## config.mk

```make
export PLATFORM = sky130hd
export DESIGN_NAME = tssat_ctrl
export DESIGN_NICKNAME = d
export VERILOG_FILES = /design/src/sv/tssat_pkg.sv /design/src/sv/tssat_ctrl.sv
export SDC_FILE = /design/constraint.sdc
export NUM_CORES = 1
export LEC_CHECK = 0
export ABC_AREA = 1
export BUFFER_PORTS_ARGS = -buffer_cell sky130_fd_sc_hd__buf_2
export CORE_ASPECT_RATIO = 1.1
export CORE_UTILIZATION = 40
export DETAILED_ROUTE_END_ITERATION = 8
export GPL_ROUTABILITY_DRIVEN = 0
export GPL_TIMING_DRIVEN = 0
export PLACE_DENSITY_LB_ADDON = 0.2
export SETUP_SLACK_MARGIN = 0.05
export SYNTH_ARGS = -nofsm -noshare
export SYNTH_HDL_FRONTEND = slang
export SYNTH_SLANG_ARGS = --single-unit
```

## constraint.sdc

```tcl
create_clock -name clk -period 1.58 [get_ports clk]
set_input_delay 0.316 -clock clk [delete_from_list [all_inputs] [get_ports clk]]
set_output_delay 0.316 -clock clk [all_outputs]
set_load 0.02 [all_outputs]
```

## src/sv/tssat_pkg.sv

```systemverilog
// Shared types, codes and the gate-to-edge table of the 2-SAT solver.
`timescale 1ns / 1ps
package tssat_pkg;

  localparam int VW  = 10;  // variable index width
  localparam int EDW = 22;  // stored edge word: {sv, sh, dv, dh}
  localparam int NVW_CFG = 11;

  localparam logic [1:0] GATE_AND = 2'd0;
  localparam logic [1:0] GATE_OR  = 2'd1;
  localparam logic [1:0] GATE_XOR = 2'd2;

  localparam logic [1:0] ERR_NONE  = 2'd0;
  localparam logic [1:0] ERR_OVF   = 2'd1;
  localparam logic [1:0] ERR_RANGE = 2'd2;

  localparam logic ACT_ADD   = 1'b0;
  localparam logic ACT_SOLVE = 1'b1;

  localparam logic REG_NUM_VARS = 1'b0;  // paddr[2] of the num_vars register

  typedef enum logic [28:0] {
    ST_IDLE     = 29'h1 << 0,
    ST_DISP     = 29'h1 << 1,
    ST_ADD      = 29'h1 << 2,
    ST_SCLR     = 29'h1 << 3,
    ST_CNT_RD   = 29'h1 << 4,
    ST_CNT_CHK  = 29'h1 << 5,
    ST_CNT_WR   = 29'h1 << 6,
    ST_PFX_RD   = 29'h1 << 7,
    ST_PFX_WR   = 29'h1 << 8,
    ST_SC_RD    = 29'h1 << 9,
    ST_SC_CHK   = 29'h1 << 10,
    ST_SC_WR    = 29'h1 << 11,
    ST_ROOT     = 29'h1 << 12,
    ST_ROOT_CHK = 29'h1 << 13,
    ST_V1       = 29'h1 << 14,
    ST_V2       = 29'h1 << 15,
    ST_V3       = 29'h1 << 16,
    ST_STEP     = 29'h1 << 17,
    ST_ADJ      = 29'h1 << 18,
    ST_WCHK     = 29'h1 << 19,
    ST_POP      = 29'h1 << 20,
    ST_CS_RD    = 29'h1 << 21,
    ST_CS       = 29'h1 << 22,
    ST_UP       = 29'h1 << 23,
    ST_PAR      = 29'h1 << 24,
    ST_CHK_RD1  = 29'h1 << 25,
    ST_CHK_RD2  = 29'h1 << 26,
    ST_CHK_CMP  = 29'h1 << 27,
    ST_DONE     = 29'h1 << 28
  } st_t;

  typedef struct packed {
    st_t  st;
    logic load;      // latch the input item
    logic nidx_clr;  // restart node sweep
    logic eidx_clr;  // restart edge sweep
  } cmd_t;

  typedef struct packed {
    logic act;
    logic err_any;
    logic add_done;
    logic sclr_done;
    logic e_done;
    logic e_bad;
    logic pfx_done;
    logic root_done;
    logic vis_zero;
    logic has_edge;
    logic root_comp;
    logic cs_more;
    logic has_parent;
    logic chk_done;
    logic comp_eq;
    logic out_busy;
  } sts_t;

  // Edge j of a gate constraint; literal h=1 is the "variable is one" node.
  function automatic logic [EDW-1:0] edge_word(input logic [VW-1:0] x,
                                               input logic [VW-1:0] y,
                                               input logic c,
                                               input logic [1:0] g,
                                               input logic [1:0] j);
    logic [VW:0] x0, x1, y0, y1, s, d;
    x0 = {x, 1'b0};
    x1 = {x, 1'b1};
    y0 = {y, 1'b0};
    y1 = {y, 1'b1};
    s  = x0;
    d  = x1;
    unique case (g)
      GATE_AND: begin
        if (c) begin
          s = j[0] ? y0 : x0;  d = j[0] ? y1 : x1;
        end else begin
          s = j[0] ? y1 : x1;  d = j[0] ? x0 : y0;
        end
      end
      GATE_OR: begin
        if (c) begin
          s = j[0] ? y0 : x0;  d = j[0] ? x1 : y1;
        end else begin
          s = j[0] ? y1 : x1;  d = j[0] ? y0 : x0;
        end
      end
      GATE_XOR: begin
        if (c) begin
          unique case (j)
            2'd0:    begin s = x0; d = y1; end
            2'd1:    begin s = x1; d = y0; end
            2'd2:    begin s = y0; d = x1; end
            default: begin s = y1; d = x0; end
          endcase
        end else begin
          unique case (j)
            2'd0:    begin s = x0; d = y0; end
            2'd1:    begin s = y0; d = x0; end
            2'd2:    begin s = x1; d = y1; end
            default: begin s = y1; d = x1; end
          endcase
        end
      end
      default: begin
        s = x0;  d = x1;
      end
    endcase
    return {s, d};
  endfunction

endpackage

```

## src/sv/tssat_ctrl.sv

```systemverilog
// Sequencer of the solver: add, clear, build adjacency, Tarjan walk, check.
`timescale 1ns / 1ps
module tssat_ctrl (
  input  logic            clk,
  input  logic            rst,
  input  logic            in_valid,
  output logic            in_ready,
  input  tssat_pkg::sts_t sts,
  output tssat_pkg::cmd_t cmd
);
  import tssat_pkg::*;

  st_t state, state_next;

  always_ff @(posedge clk) begin
    if (rst) begin
      state <= ST_IDLE;
    end else begin
      state <= state_next;
    end
  end

  assign in_ready = (state == ST_IDLE);

  always_comb begin
    state_next   = state;
    cmd.st       = state;
    cmd.load     = 1'b0;
    cmd.nidx_clr = 1'b0;
    cmd.eidx_clr = 1'b0;
    unique case (state)
      ST_IDLE: begin
        if (in_valid) begin
          cmd.load   = 1'b1;
          state_next = ST_DISP;
        end
      end
      ST_DISP: begin
        if (sts.act == ACT_ADD) begin
          state_next = ST_ADD;
        end else if (sts.err_any) begin
          state_next = ST_DONE;
        end else begin
          cmd.nidx_clr = 1'b1;
          state_next   = ST_SCLR;
        end
      end
      ST_ADD:     if (sts.add_done) state_next = ST_IDLE;
      ST_SCLR: begin
        if (sts.sclr_done) begin
          cmd.eidx_clr = 1'b1;
          state_next   = ST_CNT_RD;
        end
      end
      ST_CNT_RD: begin
        if (sts.e_done) begin
          cmd.nidx_clr = 1'b1;
          state_next   = ST_PFX_RD;
        end else begin
          state_next = ST_CNT_CHK;
        end
      end
      ST_CNT_CHK: state_next = sts.e_bad ? ST_DONE : ST_CNT_WR;
      ST_CNT_WR:  state_next = ST_CNT_RD;
      ST_PFX_RD: begin
        if (sts.pfx_done) begin
          cmd.eidx_clr = 1'b1;
          state_next   = ST_SC_RD;
        end else begin
          state_next = ST_PFX_WR;
        end
      end
      ST_PFX_WR:  state_next = ST_PFX_RD;
      ST_SC_RD: begin
        if (sts.e_done) begin
          cmd.nidx_clr = 1'b1;
          state_next   = ST_ROOT;
        end else begin
          state_next = ST_SC_CHK;
        end
      end
      ST_SC_CHK:  state_next = ST_SC_WR;
      ST_SC_WR:   state_next = ST_SC_RD;
      ST_ROOT: begin
        if (sts.root_done) begin
          cmd.nidx_clr = 1'b1;
          state_next   = ST_CHK_RD1;
        end else begin
          state_next = ST_ROOT_CHK;
        end
      end
      ST_ROOT_CHK: state_next = sts.vis_zero ? ST_V1 : ST_ROOT;
      ST_V1:       state_next = ST_V2;
      ST_V2:       state_next = ST_V3;
      ST_V3:       state_next = ST_STEP;
      ST_STEP:     state_next = sts.has_edge ? ST_ADJ : ST_POP;
      ST_ADJ:      state_next = ST_WCHK;
      ST_WCHK:     state_next = sts.vis_zero ? ST_V1 : ST_STEP;
      ST_POP:      state_next = sts.root_comp ? ST_CS_RD : ST_UP;
      ST_CS_RD:    state_next = ST_CS;
      ST_CS:       state_next = sts.cs_more ? ST_CS_RD : ST_UP;
      ST_UP:       state_next = sts.has_parent ? ST_PAR : ST_ROOT;
      ST_PAR:      state_next = ST_STEP;
      ST_CHK_RD1:  state_next = sts.chk_done ? ST_DONE : ST_CHK_RD2;
      ST_CHK_RD2:  state_next = ST_CHK_CMP;
      ST_CHK_CMP:  state_next = sts.comp_eq ? ST_DONE : ST_CHK_RD1;
      ST_DONE:     if (!sts.out_busy) state_next = ST_IDLE;
      default:     state_next = ST_IDLE;
    endcase
  end
endmodule

```

# Word-level counts from Yosys, hierarchy flattened
# Index checks and enable logic that the tools add are counted.
totals:
  wordCells: 67
  regBits: 29
  output_inout_bits: 33
op_classes:
  mux: 30
  n_eq_ne: 33
  reduce_logical: 3
op_table:
  columns: ["operator", "count"]
  rows:
  - ["$pmux W29 S28", 1]
  - ["$mux W29", 9]
  - ["$mux W24", 2]
  - ["$eq A29 B1 Y1 const B", 1]
  - ["$eq A29 B10 Y1 const B", 1]
  - ["$eq A29 B11 Y1 const B", 1]
  - ["$eq A29 B12 Y1 const B", 1]
  - ["$eq A29 B13 Y1 const B", 1]
  - ["$eq A29 B14 Y1 const B", 1]
  - ["$eq A29 B15 Y1 const B", 1]
  - ["$eq A29 B16 Y1 const B", 1]
  - ["$eq A29 B17 Y1 const B", 1]
  - ["$eq A29 B18 Y1 const B", 1]
  - ["$eq A29 B19 Y1 const B", 1]
  - ["$eq A29 B2 Y1 const B", 1]
  - ["$eq A29 B20 Y1 const B", 1]
  - ["$eq A29 B21 Y1 const B", 1]
  - ["$eq A29 B22 Y1 const B", 1]
  - ["$eq A29 B23 Y1 const B", 1]
  - ["$eq A29 B24 Y1 const B", 1]
  - ["$eq A29 B25 Y1 const B", 1]
  - ["$eq A29 B26 Y1 const B", 1]
  - ["$eq A29 B27 Y1 const B", 1]
  - ["$eq A29 B28 Y1 const B", 1]
  - ["22 further kinds", 33]

# Depth between registers and ports, before layout
logic_depth:
  ltp_word: 3
  ltp_mapped: 13
  ltp_nobuf: 12

# Worst setup path after synthesis
# Ideal clock, no wire load.
synth_path:
  path_kind: "register -> output"
  start: "register state[18]"
  end: "output cmd[0] (netlist name)"
  path_stages_with_launch: 9
  path_buffers: 1
  slack_ns: -0.397
  arrival_time_ns: 1.661
  t_required_ns: 1.264
  path_cell_list: "dfxtp_1 nor2_2 nand2_2 inv_2 nand2_2 nor2_4 buf_6 nand3_1 o21ai_0"
synth_rtl:
  columns: ["element", "line", "source"]
  rows:
  - ["start: declaration", "tssat_ctrl.sv:13", "st_t state, state_next;"]
  - ["start signal: assignment", "tssat_ctrl.sv:19", "state <= state_next;"]
  - ["end: declaration", "tssat_ctrl.sv:9", "output tssat_pkg::cmd_t cmd"]

==> results.cfg <==
[clock_network]
htreeDepth = 2
cts_buffer_depth = 2
hold_buffers = 0
numCtsBuffers = 5
root_buffer = clkbuf_8
cts.sinks = 29
path_clk_slew_ns = 0.06
clock_latency_ns = 0.29
cts_tree = built

[timing]
worst_pin_slew_ns = 0.6733
hold_violations = 0
fin_skew_ns = 0.008766
period_share_pct = 130.4
relSlewSlack_pct = 55.11
rsz0062_at_grt = true
layout_setup_ws_ns = -0.4804
drv_slew = 0
max_freq_mhz = 485.3
period_needed_ns = 2.060
setup_viol = 23
timing.setup.tns_ns = -4.224

[die]
die-area_um2 = 5372
pin_count = 52
std_cell_rows = 26
dieWidth_um = 69.98
coreArea_um2 = 4750
die_y_um = 76.78
start_util_pct = 42.81

[place]
io_buffers = 51
hpwl_um = 4360
post-place-cells = 450
place_ws_ns = -0.3206

[global_routing]
grt_pass1_vias = 2299
grt_pass1_wl_um = 10170
antenna_found_initial = 0
grt_usage_pct = 23.44
grt-ovfl-total = 0
grt_max_degree = 11

[routing]
vias = 2430
drt-total-wl_um = 6199
drc = 0
dr.pass1.iters = 4
viasPerCell = 4.959
wl_per_cell_um = 12.65
antenna_left = 0
dr.first_iter.drc_count = 244

[critical_path]
start_kind = flip-flop
rr_startpoint = state[24]
crit_arrival_ns = 1.74
reg2reg_depth = 12
endpoint = cmd[1]
cp-startpoint = state[24]
worstPathRequired_ns = 1.26
ff2ff_setup_slack_ns = -0.23
path_class = reg2out
worst_setup_path_end_kind = primary output
r2r-end = state[22]
cp_max_fo = 4

[synth]
syn-instance-count = 343
synth-seq-area-share_pct = 28.55
syn_avg_cell_area_um2 = 5.928
synth_nets = 362
synth_fa_ha_area_share_pct = 0
synth_compound_area_share_pct = 3.446
ys_ff_latch = 29
synthDistinctLibCells = 29
syn-cell-area_um2 = 2033
synth_top_family_by_area = simple AND/OR/NAND/NOR gates
synth_warnings = 0
synth.area.mux_share_pct = 0
synthXorXnorAreaFrac_pct = 0
synth_simple_gate_area_share_pct = 55.02

[final_layout]
top_register = state
largest_reg_flops = 29
stdcell_count = 490
drive_gt1_share_pct = 42.40
diodes = 0
top_regs = state x29
areaGrowthSynthToFinish_pct = 47.82
nets = 452

[pwr]
leakagePower_uw = 0.001586
fin_total_pwr_uw = 1898
ir_drop_v = 0.0003134
power_density_nw_per_um2 = 631.5

[run_status]
status = complete, but fails checks
violations = negative setup slack

[run]
drv_cap = 0

[worst_hold_path]
hold_path_class = in2reg
[logic make-up after synthesis]
group / Yosys count
AOI/OAI and AO/OA: 12
DFF: 29
buffers and inverters: 64
and+or+nand+nor: 238
[routing by layer]
layer | global-route usage [%] | wire, µm
met1 | 28.69 | 2601
met2 | 40.00 | 3073
met3 | 4.205 | 412
met4 | 9.800 | 112
met5 | 0 | 0
[critical path: stages, from the launching register on]
cell and delay, ns:
dfxtp_4 0.35, nor2_4 0.14, nand2_4 0.08, nor2_8 0.13
nand2_4 0.09, nor2_4 0.13, nand2_2 0.10, nor3_4 0.17
or3_4 0.16, buf_6 0.11
[cells in the mapped netlist]
cell type / instances / share of area [%]
nor2_1: 70 / 13
nor2_4: 5 / 2.8
nand2_2: 6 / 1.8
nor3_2: 1 / 0.49
nand3_2: 4 / 2.0
o31ai_1: 1 / 0.37
buf_2: 1 / 0.25
nand2_1: 87 / 16
nand2_4: 1 / 0.55
o22ai_1: 1 / 0.31
o211ai_1: 1 / 0.37
inv_2: 2 / 0.37
or2_0: 1 / 0.31
clkbuf_1: 1 / 0.18
inv_1: 57 / 11
nor2_2: 8 / 2.5
nand3_1: 32 / 7.9
dfxtp_1: 29 / 29
nor4_1: 3 / 0.92
nand4_2: 1 / 0.62
nand4_1: 6 / 1.8
nor3b_1: 3 / 1.1
o21ai_0: 3 / 0.74
buf_6: 3 / 1.7
nor3_1: 8 / 2.0
nor2_8: 1 / 0.98
or3_1: 1 / 0.31
o221ai_1: 1 / 0.43
a21oi_1: 5 / 1.2
[how the worst min path moves through the flow]
stage / startpoint / endpoint / slack (ns) / cells past startpoint
global route: sts[6] / state[20] / 0.20 / 2
finish: sts[6] / state[20] / 0.20 / 2
global placement: sts[6] / state[20] / 0.49 / 2
detailed placement: sts[9] / state[8] / 0.49 / 2
CTS: sts[6] / state[20] / 0.20 / 2
floorplan: sts[11] / state[10] / 0.38 / 1
[area by class of cell]
| cell class | instances | area [µm²] |
|---|---|---|
| Buffer | 5 | 42.54 |
| Clock buffer | 8 | 90.09 |
| Fill cell | 413 | 1744 |
| Inverter | 59 | 224.0 |
| Multi-Input combinational cell | 250 | 1403 |
| Sequential cell | 29 | 658.1 |
| Tap cell | 56 | 70.07 |
| Timing Repair Buffer | 83 | 518.0 |
[per-stage QoR]
step	instance area, µm²	hold slack [ns]	util [%]
after CTS	2928	0.2007	61.64
final	3005	0.1976	63.28
after global routing	3005	0.2024	63.28
after global placement	2501	0.4899	52.66
after floorplan	2176	0.3832	-
after detailed placement	2501	0.4940	52.66
[power breakdown]
part	switching, µW	internal (µW)
Combinational	334	179
Clock	285	355
Sequential	20.2	725
Total	639	1260
[cell usage in the layout (no fill, tap or decap)]
cell type  count
nor3_4         2
o221ai_1       1
nand4_2        1
o211ai_1       1
nor2_4        15
inv_1         52
or3_4          1
inv_2          6
nand3_4        2
buf_6          7
buf_2         49
a21oi_1        5
nand2_1       80
clkbuf_1       3
clkbuf_8       6
o31ai_1        1
nor2_1        61
nor3_2         2
nand4_1        6
dfxtp_1        1
nor3_1         5
nand2_2        8
nand3_1       26
o21ai_0        2
buf_4         31
or2_0          1
nand3_2        8
nor2_2         7
dfxtp_2       11
o22ai_1        1
nor3b_1        1
nor2_8         1
dfxtp_4       17
nor4_1         3
nor3b_2        2
inv_4          1
o21ai_4        1
nand2_4        6
[repair_timing]
item	in CTS	in global routing
resized for setup	39	19
pin swaps	19	10
gates cloned	0	1
setup buffers	29	7
endpoints found under the setup margin	24	28
hold endpoints to repair	0	0
No activity file was read; power rests on OpenSTA's default activity.
